===== config.mk =====
export PLATFORM = sky130hd
export DESIGN_NAME = pts_gcd
export DESIGN_NICKNAME = d
export VERILOG_FILES = /design/src/rtl/pts_pkg.sv /design/src/rtl/pts_gcd.sv
export VERILOG_INCLUDE_DIRS = /design/src /design/src/rtl
export SDC_FILE = /design/constraint.sdc
export NUM_CORES = 1
export LEC_CHECK = 0
export BUFFER_PORTS_ARGS = -buffer_cell sky130_fd_sc_hd__buf_4
export CORE_MARGIN = 2
export CORE_UTILIZATION = 50
export DETAILED_ROUTE_END_ITERATION = 6
export PLACE_DENSITY = 0.72
export RECOVER_POWER = 25
export SYNTH_ARGS = -nofsm -noshare
export SYNTH_HDL_FRONTEND = slang
export SYNTH_SLANG_ARGS = --single-unit
export TNS_END_PERCENT = 50

===== constraint.sdc =====
create_clock -name clk -period 7.4 [get_ports clk]
set_clock_uncertainty 0.1 [all_clocks]
set_input_delay 1.48 -clock clk [delete_from_list [all_inputs] [get_ports clk]]
set_output_delay 1.48 -clock clk [all_outputs]
set_load 0.005 [all_outputs]

===== src/rtl/periodic_task_scheduler_tick_macros.svh =====
// Assertion macros for the periodic task scheduler
`ifndef PERIODIC_TASK_SCHEDULER_TICK_MACROS_SVH
`define PERIODIC_TASK_SCHEDULER_TICK_MACROS_SVH
`ifndef SYNTHESIS
`define PTS_ASSERT_IMPL(label, clk, rst_n, ante, cons, msg) \
	label: assert property (@(posedge clk) disable iff (!rst_n) (ante) |-> (cons)) \
		else $error(msg);
`define PTS_ASSERT_NEXT(label, clk, rst_n, ante, cons, msg) \
	label: assert property (@(posedge clk) disable iff (!rst_n) (ante) |=> (cons)) \
		else $error(msg);
`else
`define PTS_ASSERT_IMPL(label, clk, rst_n, ante, cons, msg)
`define PTS_ASSERT_NEXT(label, clk, rst_n, ante, cons, msg)
`endif
`endif


===== src/rtl/pts_pkg.sv =====
`timescale 1ns / 1ps
package pts_pkg;
	localparam int MaxTasks = 16;
	localparam int IdxW = 4;
	localparam logic [31:0] TimeMax = 32'hFFFF_FFFF;

	localparam logic [1:0] OpClear = 2'd0;
	localparam logic [1:0] OpLoad = 2'd1;
	localparam logic [1:0] OpTick = 2'd2;

	localparam logic [1:0] PolEdf = 2'd0;
	localparam logic [1:0] PolLlf = 2'd1;
	localparam logic [1:0] PolRm = 2'd2;

	localparam logic [1:0] StOk = 2'd0;
	localparam logic [1:0] StOvf = 2'd1;
	localparam logic [1:0] StIgnored = 2'd2;
	localparam logic [1:0] StBadLoad = 2'd3;

	localparam logic CfgPolicy = 1'b0;
	localparam logic CfgTaskCount = 1'b1;

	// gcd unit handshake
	typedef struct packed {
		logic start;
		logic [31:0] a;
		logic [15:0] b;
	} gcd_req_t;

	typedef struct packed {
		logic busy;
		logic done;
		logic [15:0] g;
	} gcd_rsp_t;
endpackage


===== src/rtl/pts_gcd.sv =====
`timescale 1ns / 1ps
`include "periodic_task_scheduler_tick_macros.svh"
// Euclid gcd, one remainder bit per cycle (restoring), shared by load.
module pts_gcd (
	input logic clk,
	input logic arst_n,
	input pts_pkg::gcd_req_t req,
	output pts_pkg::gcd_rsp_t rsp
);
	typedef enum logic [2:0] {
		G_IDLE = 3'b001,
		G_DIV = 3'b010,
		G_DONE = 3'b100
	} gstate_t;

	gstate_t st_q;
	logic [31:0] num_q;   // dividend shifting out
	logic [15:0] rem_q;
	logic [15:0] dvs_q;
	logic [5:0] cnt_q;
	logic [16:0] trial;
	logic [15:0] rnext;

	assign trial = {rem_q, num_q[31]} - {1'b0, dvs_q};
	assign rnext = trial[16] ? {rem_q[14:0], num_q[31]} : trial[15:0];

	always_ff @(posedge clk or negedge arst_n) begin
		if (!arst_n) begin
			st_q <= G_IDLE;
			cnt_q <= '0;
		end else begin
			case (st_q)
				G_IDLE: begin
					if (req.start) begin
						num_q <= req.a;
						dvs_q <= req.b;
						rem_q <= '0;
						cnt_q <= 6'd32;
						st_q <= G_DIV;
					end
				end
				G_DIV: begin
					if (dvs_q == 16'd0) begin
						st_q <= G_DONE;
					end else if (cnt_q == 6'd0) begin
						// a mod b done: swap, old divisor goes to the top half
						num_q <= {dvs_q, 16'd0};
						dvs_q <= rem_q;
						rem_q <= '0;
						cnt_q <= 6'd16;
					end else begin
						rem_q <= rnext;
						num_q <= {num_q[30:0], 1'b0};
						cnt_q <= cnt_q - 6'd1;
					end
				end
				G_DONE: st_q <= G_IDLE;
				default: st_q <= G_IDLE;
			endcase
		end
	end

	assign rsp.busy = (st_q != G_IDLE);
	assign rsp.done = (st_q == G_DONE);
	assign rsp.g = num_q[31:16];

	`PTS_ASSERT_NEXT(a_gcd_start, clk, arst_n, req.start && st_q == G_IDLE, st_q == G_DIV, "no go")
	`PTS_ASSERT_NEXT(a_gcd_done, clk, arst_n, st_q == G_DONE, st_q == G_IDLE, "gcd done held")
	`PTS_ASSERT_IMPL(a_gcd_nz, clk, arst_n, st_q == G_DONE, num_q[15:0] == 16'd0, "gcd wide")
endmodule


==> results.py, run 1 <==
metrics = {
    "status": {
        "status": "completed",
    },
    "floorplanning": {
        "fp.dieW_um": 98.77,
        "core_area_um2": 8721,
        "dieArea_um2": 9756,
        "start_util": 0.5149,
        "ios": 69,
        "die_h_um": 98.77,
        "num_rows": 34,
    },
    "sta": {
        "finalSetupTns_ps": 0,
        "relSlewSlack": 0.2299,
        "hold_viol": 0,
        "maxSlewViolCount": 0,
        "layout_setup_ws_ps": 3644,
        "fmax_mhz": 266.3,
        "tightestPinTransition_ps": 1155,
        "finalSetupViolations": 0,
        "rsz0062_at_grt": "no",
        "min_period_ps": 3756,
        "period_share": 0.5075,
    },
    "power": {
        "power_frac_seq": 0.375,
        "power_mw": 1.736,
        "swShare": 0.4106,
        "p_leak_nw": 2.240,
        "peakVddDrop_uv": 143.7,
        "power.density_nw_per_um2": 341.6,
        "comb_power_share": 0.464,
        "p_sw_uw": 712.9,
        "cellInternalPower_mw": 1.023,
        "p_clk_frac": 0.161,
    },
    "worst_setup_path": {
        "cp.arrival_ps": 3630,
        "critical_path.endpoint_type": "register",
        "path_class": "register to register",
        "worstPathMaxFanout": 66,
        "reg2reg_depth": 6,
        "r2r-end": "num_q[20]$_DFFE_PP_",
        "cp-start-kind": "register",
        "reg2reg_from": "st_q[0]$_DFFE_PN1P_",
        "ff2ff_setup_slack_ps": 3640,
        "cp.required_ps": 7270,
    },
    "cts": {
        "cts_root_buf": "clkbuf_8",
        "cts.sinks": 73,
        "cts_resized": 0,
        "cts_buffers": 9,
        "cts_buffer_depth": 2,
        "cts_htree_levels": 3,
        "clk_latency_ps": 350,
        "clk_pin_slew_ps": 80,
        "postCtsSetupBuffers": 0,
        "hold_buffers": 0,
        "cts_tree": "built",
    },
    "final_layout": {
        "mostFrequentLayoutCells": "nand2_1 (110), buf_4 (69), edfxtp_1 (64), nor2_1 (38), a21oi_1 (34)",
        "layout-drive-gt1-share": 0.1917,
        "synthToLayoutAreaGrowth_pct": 13.18,
        "fin_cells": 640,
        "fin_nets": 597,
        "final_common_cell": "nand2_1",
        "antennaDiodeCount": 0,
    },
    "drt": {
        "drc_errors": 0,
        "detail-route-antenna-nets": 0,
        "num_vias": 3545,
        "drtPass1Iterations": 5,
        "drtIter0Drc": 169,
        "routed_wl_um": 10210,
        "wl_per_cell_um": 15.95,
        "vias_per_cell": 5.539,
    },
    "yosys": {
        "synthDistinctLibCells": 53,
        "syn_area_per_cell_um2": 9.278,
        "synthTopCellsByArea": "edfxtp_1 (43%), nand2_1 (9.2%), ha_1 (5.0%)",
        "synth_nets": 554,
        "seq_area_frac_synth": 0.4784,
        "yosysWarnings": 0,
        "ys_ff_latch": 73,
        "netlist_area_um2": 4491,
        "synth_enable_flop_cells": 64,
        "async_flop_share": 0.1233,
        "syn_inst": 484,
        "synth_flop_cell": "edfxtp_1",
        "yosys.area.top_type_share": 0.4280,
        "yosysTopAreaCell": "edfxtp_1",
    },
    "min_path": {
        "hold_class": "register to register",
        "hold_depth": 2,
        "hp-start": "cnt_q[4]$_DFFE_PN0P_",
        "worst_hold_path.endpoint": "cnt_q[4]$_DFFE_PN0P_",
    },
    "global_routing": {
        "grt_usage": 0.2204,
        "antenna_found_initial": 1,
        "grt_first_pass_wirelength_um": 17120,
        "grt_max_degree": 67,
        "grt_overflow": 0,
        "first_global_vias": 3594,
    },
    "placed_design": {
        "dpl.hpwl_um": 7252,
        "dp_slack_ps": 3611,
        "dpl.cell_count": 624,
        "numPortBuffers": 68,
        "gp_congestion": 0.9021,
    },
    "run": {
        "maxCapViolCount": 0,
    },
}
==> final cells by class <==
| type | instances | area, µm² |
|---|---|---|
| flip-flops and latches | 73 | 2148 |
| repair buffers | 71 | 529.3 |
| inverters | 20 | 75.07 |
| multi-input cells | 352 | 2024 |
| clock buffers | 10 | 127.6 |
| clock inverters | 6 | 42.54 |
| well taps | 108 | 135.1 |
| fillers | 784 | 3638 |
==> critical path: stages (launching register included) <==
cell and delay [ps]:
dfstp_1 560, nand2b_1 170, or2_2 880, nor2_1 150, or2_2 390, inv_1 150, and2_2 920
==> registers in the layout, indices dropped and copies added (netlist names) <==
signal,flops
num_q,32
cnt_q,6
rem_q,16
st_q,3
dvs_q,16
==> metrics by stage <==
stage | utilization | hold slack [ps] | area [µm²]
2_1_floorplan | - | 371.3 | 4491
3_3_place_gp | 0.5637 | 397.1 | 4916
3_5_place_dp | 0.5637 | 403.2 | 4916
4_1_cts | 0.5832 | 422.8 | 5086
5_1_grt | 0.5828 | 469.2 | 5082
6_report | 0.5828 | 420.4 | 5082
==> routing by layer <==
| metal | vias up | global-route usage | routed length (µm) |
|---|---|---|---|
| met5 | - | 0 | 15 |
| met4 | 2 | 0.07798 | 161 |
| met3 | 17 | 0.03972 | 659 |
| met2 | 110 | 0.3576 | 4884 |
| met1 | 1657 | 0.2987 | 4486 |
| li1 | 1759 | - | - |
==> power groups by stage <==
| stage | sequential (mW) | combinational (mW) | clock [mW] |
|---|---|---|---|
| CTS | 0.652 | 0.807 | 0.284 |
| global placement | 0.657 | 0.785 | 0 |
| finish | 0.651 | 0.805 | 0.279 |
| detailed placement | 0.661 | 0.802 | 0 |
| global route | 0.662 | 0.908 | 0.301 |
| floorplan | 0.638 | 0.659 | 0 |
==> how the worst max path moves through the flow <==
stage,start,to,cells past startpoint
5_1_grt,st_q[0]$_DFFE_PN1P_,rem_q[1]$_SDFFCE_PP0P_,6
3_5_place_dp,req[48],rem_q[0]$_SDFFCE_PP0P_,6
4_1_cts,st_q[0]$_DFFE_PN1P_,num_q[17]$_DFFE_PP_,6
6_report,st_q[0]$_DFFE_PN1P_,num_q[20]$_DFFE_PP_,6
2_1_floorplan,req[48],num_q[0]$_SDFFCE_PP0P_,6
3_3_place_gp,req[48],rem_q[0]$_SDFFCE_PP0P_,6
==> kinds of logic after synthesis <==
kind of cell    count (synthesis)  synth area share
xor+xnor                       12           0.02340
simple gates                  213            0.2098
mux                            14           0.03121
flops                          73            0.4784
buf+inv                        59           0.07161
compound gates                 94            0.1310
fa+ha+maj                      19           0.05461
==> Yosys cell counts, types with 3 or more instances <==
library cell,number
xnor2_1,7
buf_4,18
dfrtp_1,8
nand2b_1,7
inv_1,20
nand2_1,110
nor2_1,39
nand3_1,23
a21oi_1,34
and3_1,4
edfxtp_1,64
xor2_1,5
nor2_2,3
mux2i_1,14
nor3_1,4
o21ai_0,29
o211ai_1,6
or3_1,3
clkbuf_1,16
nor4_1,4
a21o_1,7
ha_1,18
and2_1,3
Power figures use the tool's default switching activity.
==> inputs of run 2 (changes only) <==
--- a/config.mk
+++ b/config.mk
@@ -10,7 +10,7 @@
 export CORE_MARGIN = 2
 export CORE_UTILIZATION = 50
 export DETAILED_ROUTE_END_ITERATION = 6
-export PLACE_DENSITY = 0.72
+export PLACE_DENSITY = 0.74
 export RECOVER_POWER = 25
 export SYNTH_ARGS = -nofsm -noshare
 export SYNTH_HDL_FRONTEND = slang
==> constraint.sdc (replaced) <==
create_clock -name clk -period 3.45 [get_ports clk]
set_clock_uncertainty 0.1 [all_clocks]
set_input_delay 0.69 -clock clk [delete_from_list [all_inputs] [get_ports clk]]
set_output_delay 0.69 -clock clk [all_outputs]
set_load 0.005 [all_outputs]
==> run 2 against run 1 <==
Cell count increased by 0.47%. Via count about the same. Sequential share of layout area shrank 0.50 points. Core utilization rose by 0.70 points. Critical path depth unchanged. Clock power rose to 2.6 times the previous value. Worst hold slack got worse by 230 ps. Wire length down 2.3%. Sequential cell count unchanged. Non-clock buffer count increased by 3. Sequential power up 110%. Combinational power grew 120%. Critical path type unchanged. Critical endpoint is now num_q[16]$_DFFE_PP_. Highest routed layer is now met4.
==> results.py, run 2 (synthesis results as in run 1) <==
metrics = {
    "final_layout": {
        "final_common_cell": "nand2_1",
        "mostFrequentLayoutCells": "nand2_1 (110), edfxtp_1 (64), buf_4 (56), nor2_1 (38), a21oi_1 (34)",
        "design_area_um2": 5144,
        "synthToLayoutAreaGrowth_pct": 14.54,
        "reg.largest.list": "num_q: 32 flops, dvs_q: 16 flops, rem_q: 16 flops",
        "layout-drive-gt1-share": 0.1888,
        "multi_input_comb_area_um2": 2024,
        "fillers": 756,
        "ff_latch_area_um2": 2148,
        "top_register": "num_q",
        "largest_register_ffs": 32,
        "fin_nets": 600,
        "antennaDiodeCount": 0,
    },
    "sta": {
        "hold_viol": 0,
        "maxSlewViolCount": 0,
        "fmax_mhz": 350.6,
        "relSlewSlack": 0.2353,
        "tightestPinTransition_ps": 1147,
        "period_share": 0.8268,
        "finalSetupViolations": 0,
        "min_period_ps": 2853,
        "rsz0062_at_grt": "no",
        "finalSetupTns_ps": 0,
    },
    "floorplanning": {
        "ios": 69,
        "core_area_um2": 8721,
        "fp.dieW_um": 98.77,
        "num_rows": 34,
        "die_h_um": 98.77,
        "dieArea_um2": 9756,
        "start_util": 0.5149,
    },
    "drt": {
        "drtPass1Iterations": 7,
        "num_vias": 3542,
        "wl_per_cell_um": 15.51,
        "drtIter0Drc": 244,
        "detail-route-antenna-nets": 0,
        "drc_errors": 0,
        "vias_per_cell": 5.509,
        "routed_wl_um": 9973,
    },
    "worst_setup_path": {
        "critPathMostFrequentCell": "or2_2",
        "crit_family": "simple AND/OR/NAND/NOR gates",
        "cp.required_ps": 3300,
        "critical_path.endpoint_type": "register",
        "cp.arrival_ps": 2710,
        "worstPathMaxFanout": 48,
        "cp-start-kind": "register",
        "path_buf_inv": 1,
        "worstPathCellList": "nand2b_1, or2_2, nor2_1, or2_2, inv_1, and2_2",
        "critical-path-slowest-cell": "and2_2",
        "max_stage_delay_ps": 940,
        "path_class": "register to register",
    },
    "global_routing": {
        "grt_overflow": 0,
        "antenna_found_initial": 0,
        "first_global_vias": 3434,
        "grt_max_degree": 66,
        "grt_first_pass_wirelength_um": 16500,
        "grt_usage": 0.2094,
    },
    "cts": {
        "cts_resized": 0,
        "postCtsSetupBuffers": 0,
        "cts_htree_levels": 3,
        "hold_buffers": 0,
        "cts_tree": "built",
        "cts_root_buf": "clkbuf_8",
        "cts.sinks": 73,
        "clk_pin_slew_ps": 90,
        "cts_buffers": 9,
        "cts_buffer_depth": 2,
        "clk_latency_ps": 340,
    },
    "power": {
        "p_leak_nw": 2.269,
        "peakVddDrop_uv": 328.0,
        "power.density_nw_per_um2": 752.0,
    },
    "status": {
        "status": "completed",
    },
    "placed_design": {
        "numPortBuffers": 68,
        "dpl.hpwl_um": 7054,
        "post_dp_cell_area_um2": 4938,
        "gp_congestion": 0.9088,
    },
    "run": {
        "maxCapViolCount": 0,
    },
    "min_path": {
        "hold_class": "input port to asynchronous set/reset pin",
    },
}
==> run 2: changes by cell type in the layout (fill, tap and decap cells not counted) <==
cell / previous run / this run
clkinvlp_4: 2 / 0
clkinv_2: 2 / 0
clkbuf_4: 1 / 12
inv_4: 0 / 1
clkbuf_16: 0 / 3
and2_0: 0 / 1
buf_4: 69 / 56
and2_1: 2 / 1
clkbuf_1: 2 / 6
clkbuf_2: 0 / 1
==> run 2: cell type report <==
class                           count  share of cell area
Clock buffer                       13             0.03941
Clock inverter                      3            0.004622
Inverter                           20             0.01459
Multi-Input combinational cell    352              0.3936
Sequential cell                    73              0.4177
Tap cell                          108             0.02627
Timing Repair Buffer               74              0.1039
==> run 2: routing by layer <==
layer  track usage  wire [µm]  vias to the layer above
met5             0          0                        -
met2        0.3295       4502                      135
met1        0.2966       4636                     1629
li1              -          -                     1765
met4       0.05374        127                        0
met3       0.04539        707                       13
==> run 2: through the flow <==
stage	total power [mW]	util	cells	worst slack (ps)	hold slack, ps
3_3_place_gp	3.095	0.5663	627	510.8	402.1
5_1_grt	4.144	0.5898	643	414.2	227.9
2_1_floorplan	2.782	-	484	285.6	294.4
6_report	3.868	0.5898	643	597.4	189.6
3_5_place_dp	3.147	0.5663	627	459.8	410.4
4_1_cts	3.888	0.5923	643	605.9	43.87
==> run 2: final timing paths <==
path	slack [ps]	startpoint	to	cells past startpoint
max	600	st_q[0]$_DFFE_PN1P_	num_q[16]$_DFFE_PP_	6
min	190	arst_n	cnt_q[2]$_DFFE_PN0P_	1
max reg2reg	600	st_q[0]$_DFFE_PN1P_	num_q[16]$_DFFE_PP_	6
min reg2reg	440	num_q[0]$_SDFFCE_PP0P_	num_q[1]$_DFFE_PP_	2
max in group asynchronous	2700	arst_n	st_q[0]$_DFFE_PN1P_	1
min in group clk	440	num_q[0]$_SDFFCE_PP0P_	num_q[1]$_DFFE_PP_	2
==> run 2: power breakdown <==
part | switching (mW) | internal, mW
Sequential | 0.125 | 1.27
Clock | 0.340 | 0.398
Combinational | 1.07 | 0.674
Total | 1.53 | 2.34
==> inputs of run 3 (changes only) <==
--- a/config.mk
+++ b/config.mk
@@ -10,7 +10,7 @@
 export CORE_MARGIN = 2
 export CORE_UTILIZATION = 50
 export DETAILED_ROUTE_END_ITERATION = 6
-export PLACE_DENSITY = 0.74
+export PLACE_DENSITY = 0.72
 export RECOVER_POWER = 25
 export SYNTH_ARGS = -nofsm -noshare
 export SYNTH_HDL_FRONTEND = slang
==> constraint.sdc (replaced) <==
create_clock -name clk -period 2.8 [get_ports clk]
set_clock_uncertainty 0.1 [all_clocks]
set_input_delay 0.56 -clock clk [delete_from_list [all_inputs] [get_ports clk]]
set_output_delay 0.56 -clock clk [all_outputs]
set_load 0.005 [all_outputs]
==> run 3 against run 2 <==
Sequential share of layout area is 1.4 points lower. Sequential power grew 23%. Cell count increased by 3.0%. Wire length is 6.5% higher.
==> results.py, run 3 (synthesis results as in run 1) <==
metrics = {
    "status": {
        "status": "completed",
    },
    "power": {
        "p_leak_nw": 2.353,
        "cellInternalPower_mw": 2.986,
        "power_frac_seq": 0.343,
        "swShare": 0.3993,
        "comb_power_share": 0.486,
        "p_clk_frac": 0.170,
        "p_sw_mw": 1.985,
        "peakVddDrop_uv": 459.9,
        "power.density_nw_per_um2": 935.0,
    },
    "final_layout": {
        "final_common_cell": "nand2_1",
        "fin_nets": 618,
        "layout-drive-gt1-share": 0.2224,
        "reg.largest.list": "num_q: 32 flops, dvs_q: 16 flops, rem_q: 16 flops",
        "ff_latch_area_um2": 2148,
        "largest_register_ffs": 32,
        "fillers": 725,
        "top_register": "num_q",
        "utilization": 0.6096,
        "synthToLayoutAreaGrowth_pct": 18.39,
        "multi_input_comb_area_um2": 2046,
        "mostFrequentLayoutCells": "nand2_1 (110), buf_4 (70), edfxtp_1 (64), nor2_1 (38), a21oi_1 (34)",
    },
    "floorplanning": {
        "core_area_um2": 8721,
        "fp.dieW_um": 98.77,
        "ios": 69,
        "dieArea_um2": 9756,
        "num_rows": 34,
        "die_h_um": 98.77,
        "start_util": 0.5149,
    },
    "sta": {
        "hold_viol": 0,
        "maxSlewViolCount": 0,
        "period_share": 0.9852,
        "fmax_mhz": 362.5,
        "min_period_ps": 2759,
        "relSlewSlack": 0.5928,
        "finalSetupViolations": 0,
        "finalSetupTns_ps": 0,
        "rsz0062_at_grt": "yes",
        "tightestPinTransition_ps": 610.8,
    },
    "drt": {
        "drc_errors": 0,
        "num_vias": 3596,
        "drtIter0Drc": 233,
        "routed_wl_um": 10630,
        "detail-route-antenna-nets": 0,
        "drtPass1Iterations": 4,
        "vias_per_cell": 5.432,
        "wl_per_cell_um": 16.05,
    },
    "cts": {
        "cts_buffer_depth": 2,
        "cts_buffers": 9,
        "clk_pin_slew_ps": 90,
        "cts_tree": "built",
        "cts_htree_levels": 3,
        "cts_root_buf": "clkbuf_8",
        "cts.sinks": 73,
        "clk_latency_ps": 370,
    },
    "worst_setup_path": {
        "cp-start-kind": "register",
        "cp.arrival_ps": 2770,
        "worstPathMaxFanout": 5,
        "critical-path-slowest-cell": "edfxtp_1",
        "critical_path.endpoint_type": "register",
        "max_stage_delay_ps": 400,
        "worstPathCellList": "ha_2, fa_2, nand2b_4, a21oi_2, o21ai_2, o31a_1, o21ai_4, buf_6, mux2i_1, nor2_1",
        "cp.required_ps": 2810,
        "path_class": "register to register",
    },
    "run": {
        "maxCapViolCount": 0,
    },
    "placed_design": {
        "dpl.hpwl_um": 7443,
        "gp_congestion": 0.9242,
        "numPortBuffers": 68,
    },
    "global_routing": {
        "grt_max_degree": 66,
        "grt_first_pass_wirelength_um": 17770,
        "grt_overflow": 0,
        "antenna_found_initial": 1,
        "grt_usage": 0.2318,
        "first_global_vias": 3620,
    },
    "min_path": {
        "hold_class": "input port to register",
    },
}
==> run 3: cell types whose count changed in the layout (fill, tap and decap cells not counted), moves of 2 or more <==
cell,change
buf_6,+3
buf_12,+2
clkbuf_16,-3
buf_4,+14
clkinvlp_4,+2
==> run 3: area by class of cell <==
class	count	area share
timing repair buffer	92	0.1344
tap	108	0.02542
inverter	20	0.01412
antenna	1	0.0004707
clock inverter	6	0.01271
sequential	73	0.4041
clock buffer	10	0.02401
multi-input combinational	352	0.3848
==> run 3: repair_timing <==
action | CTS | global route
gates resized for setup | 4 | 6
pin swaps | 1 | 6
hold endpoints to repair | 8 | 0
endpoints found under the setup margin | 9 | 31
setup buffers | 3 | 3
gates cloned | 2 | 0
hold buffers | 1 | 0
==> run 3: worst max-delay path, delay by kind of cell, from the launching register on <==
kind / cells / cell delay (ps)
compound gates: 4 / 840
flops: 1 / 400
buf+inv: 1 / 180
simple gates: 2 / 210
fa+ha+maj: 2 / 570
mux: 1 / 200
==> run 3: worst paths after layout <==
kind / slack (ps) / end / from / depth (start not counted)
setup reg to reg: 40 / rem_q[10]$_SDFFCE_PP0P_ / dvs_q[0]$_DFFE_PP_ / 10
setup / recovery: 40 / rem_q[10]$_SDFFCE_PP0P_ / dvs_q[0]$_DFFE_PP_ / 10
min in group asynchronous: 570 / cnt_q[3]$_DFFE_PN0P_ / arst_n / 2
max in group asynchronous: 1650 / cnt_q[5]$_DFFE_PN0P_ / arst_n / 2
hold / removal: 350 / num_q[3]$_DFFE_PP_ / req[19] / 3
hold reg to reg: 420 / cnt_q[5]$_DFFE_PN0P_ / cnt_q[5]$_DFFE_PN0P_ / 2
==> run 3: power groups by stage <==
stage | logic [mW] | clock network (mW) | registers, mW
final | 2.42 | 0.846 | 1.71
after floorplan | 1.74 | 0 | 1.68
after global placement | 2.17 | 0 | 1.73
after CTS | 2.36 | 0.853 | 1.71
after detailed placement | 2.25 | 0 | 1.73
after global routing | 2.69 | 0.902 | 1.74
==> run 3: layer usage <==
metal,vias to the layer above,track usage,part of all wire
li1,1797,-,-
met1,1647,0.3208,0.45
met2,130,0.3508,0.45
met3,22,0.05957,0.071
met4,0,0.09168,0.025
met5,-,0,0
==> run 3: metrics by stage <==
step	setup slack, ps	power [mW]	hold slack, ps	cells	area (µm²)
floorplan	85.27	3.425	164.4	484	4492
global placement	104.3	3.892	295.7	636	5031
detailed placement	8.868	3.977	295.8	636	5031
CTS	7.165	4.924	342.0	658	5286
global route	-68.11	5.330	341.8	661	5314
finish	41.45	4.971	346.7	662	5316
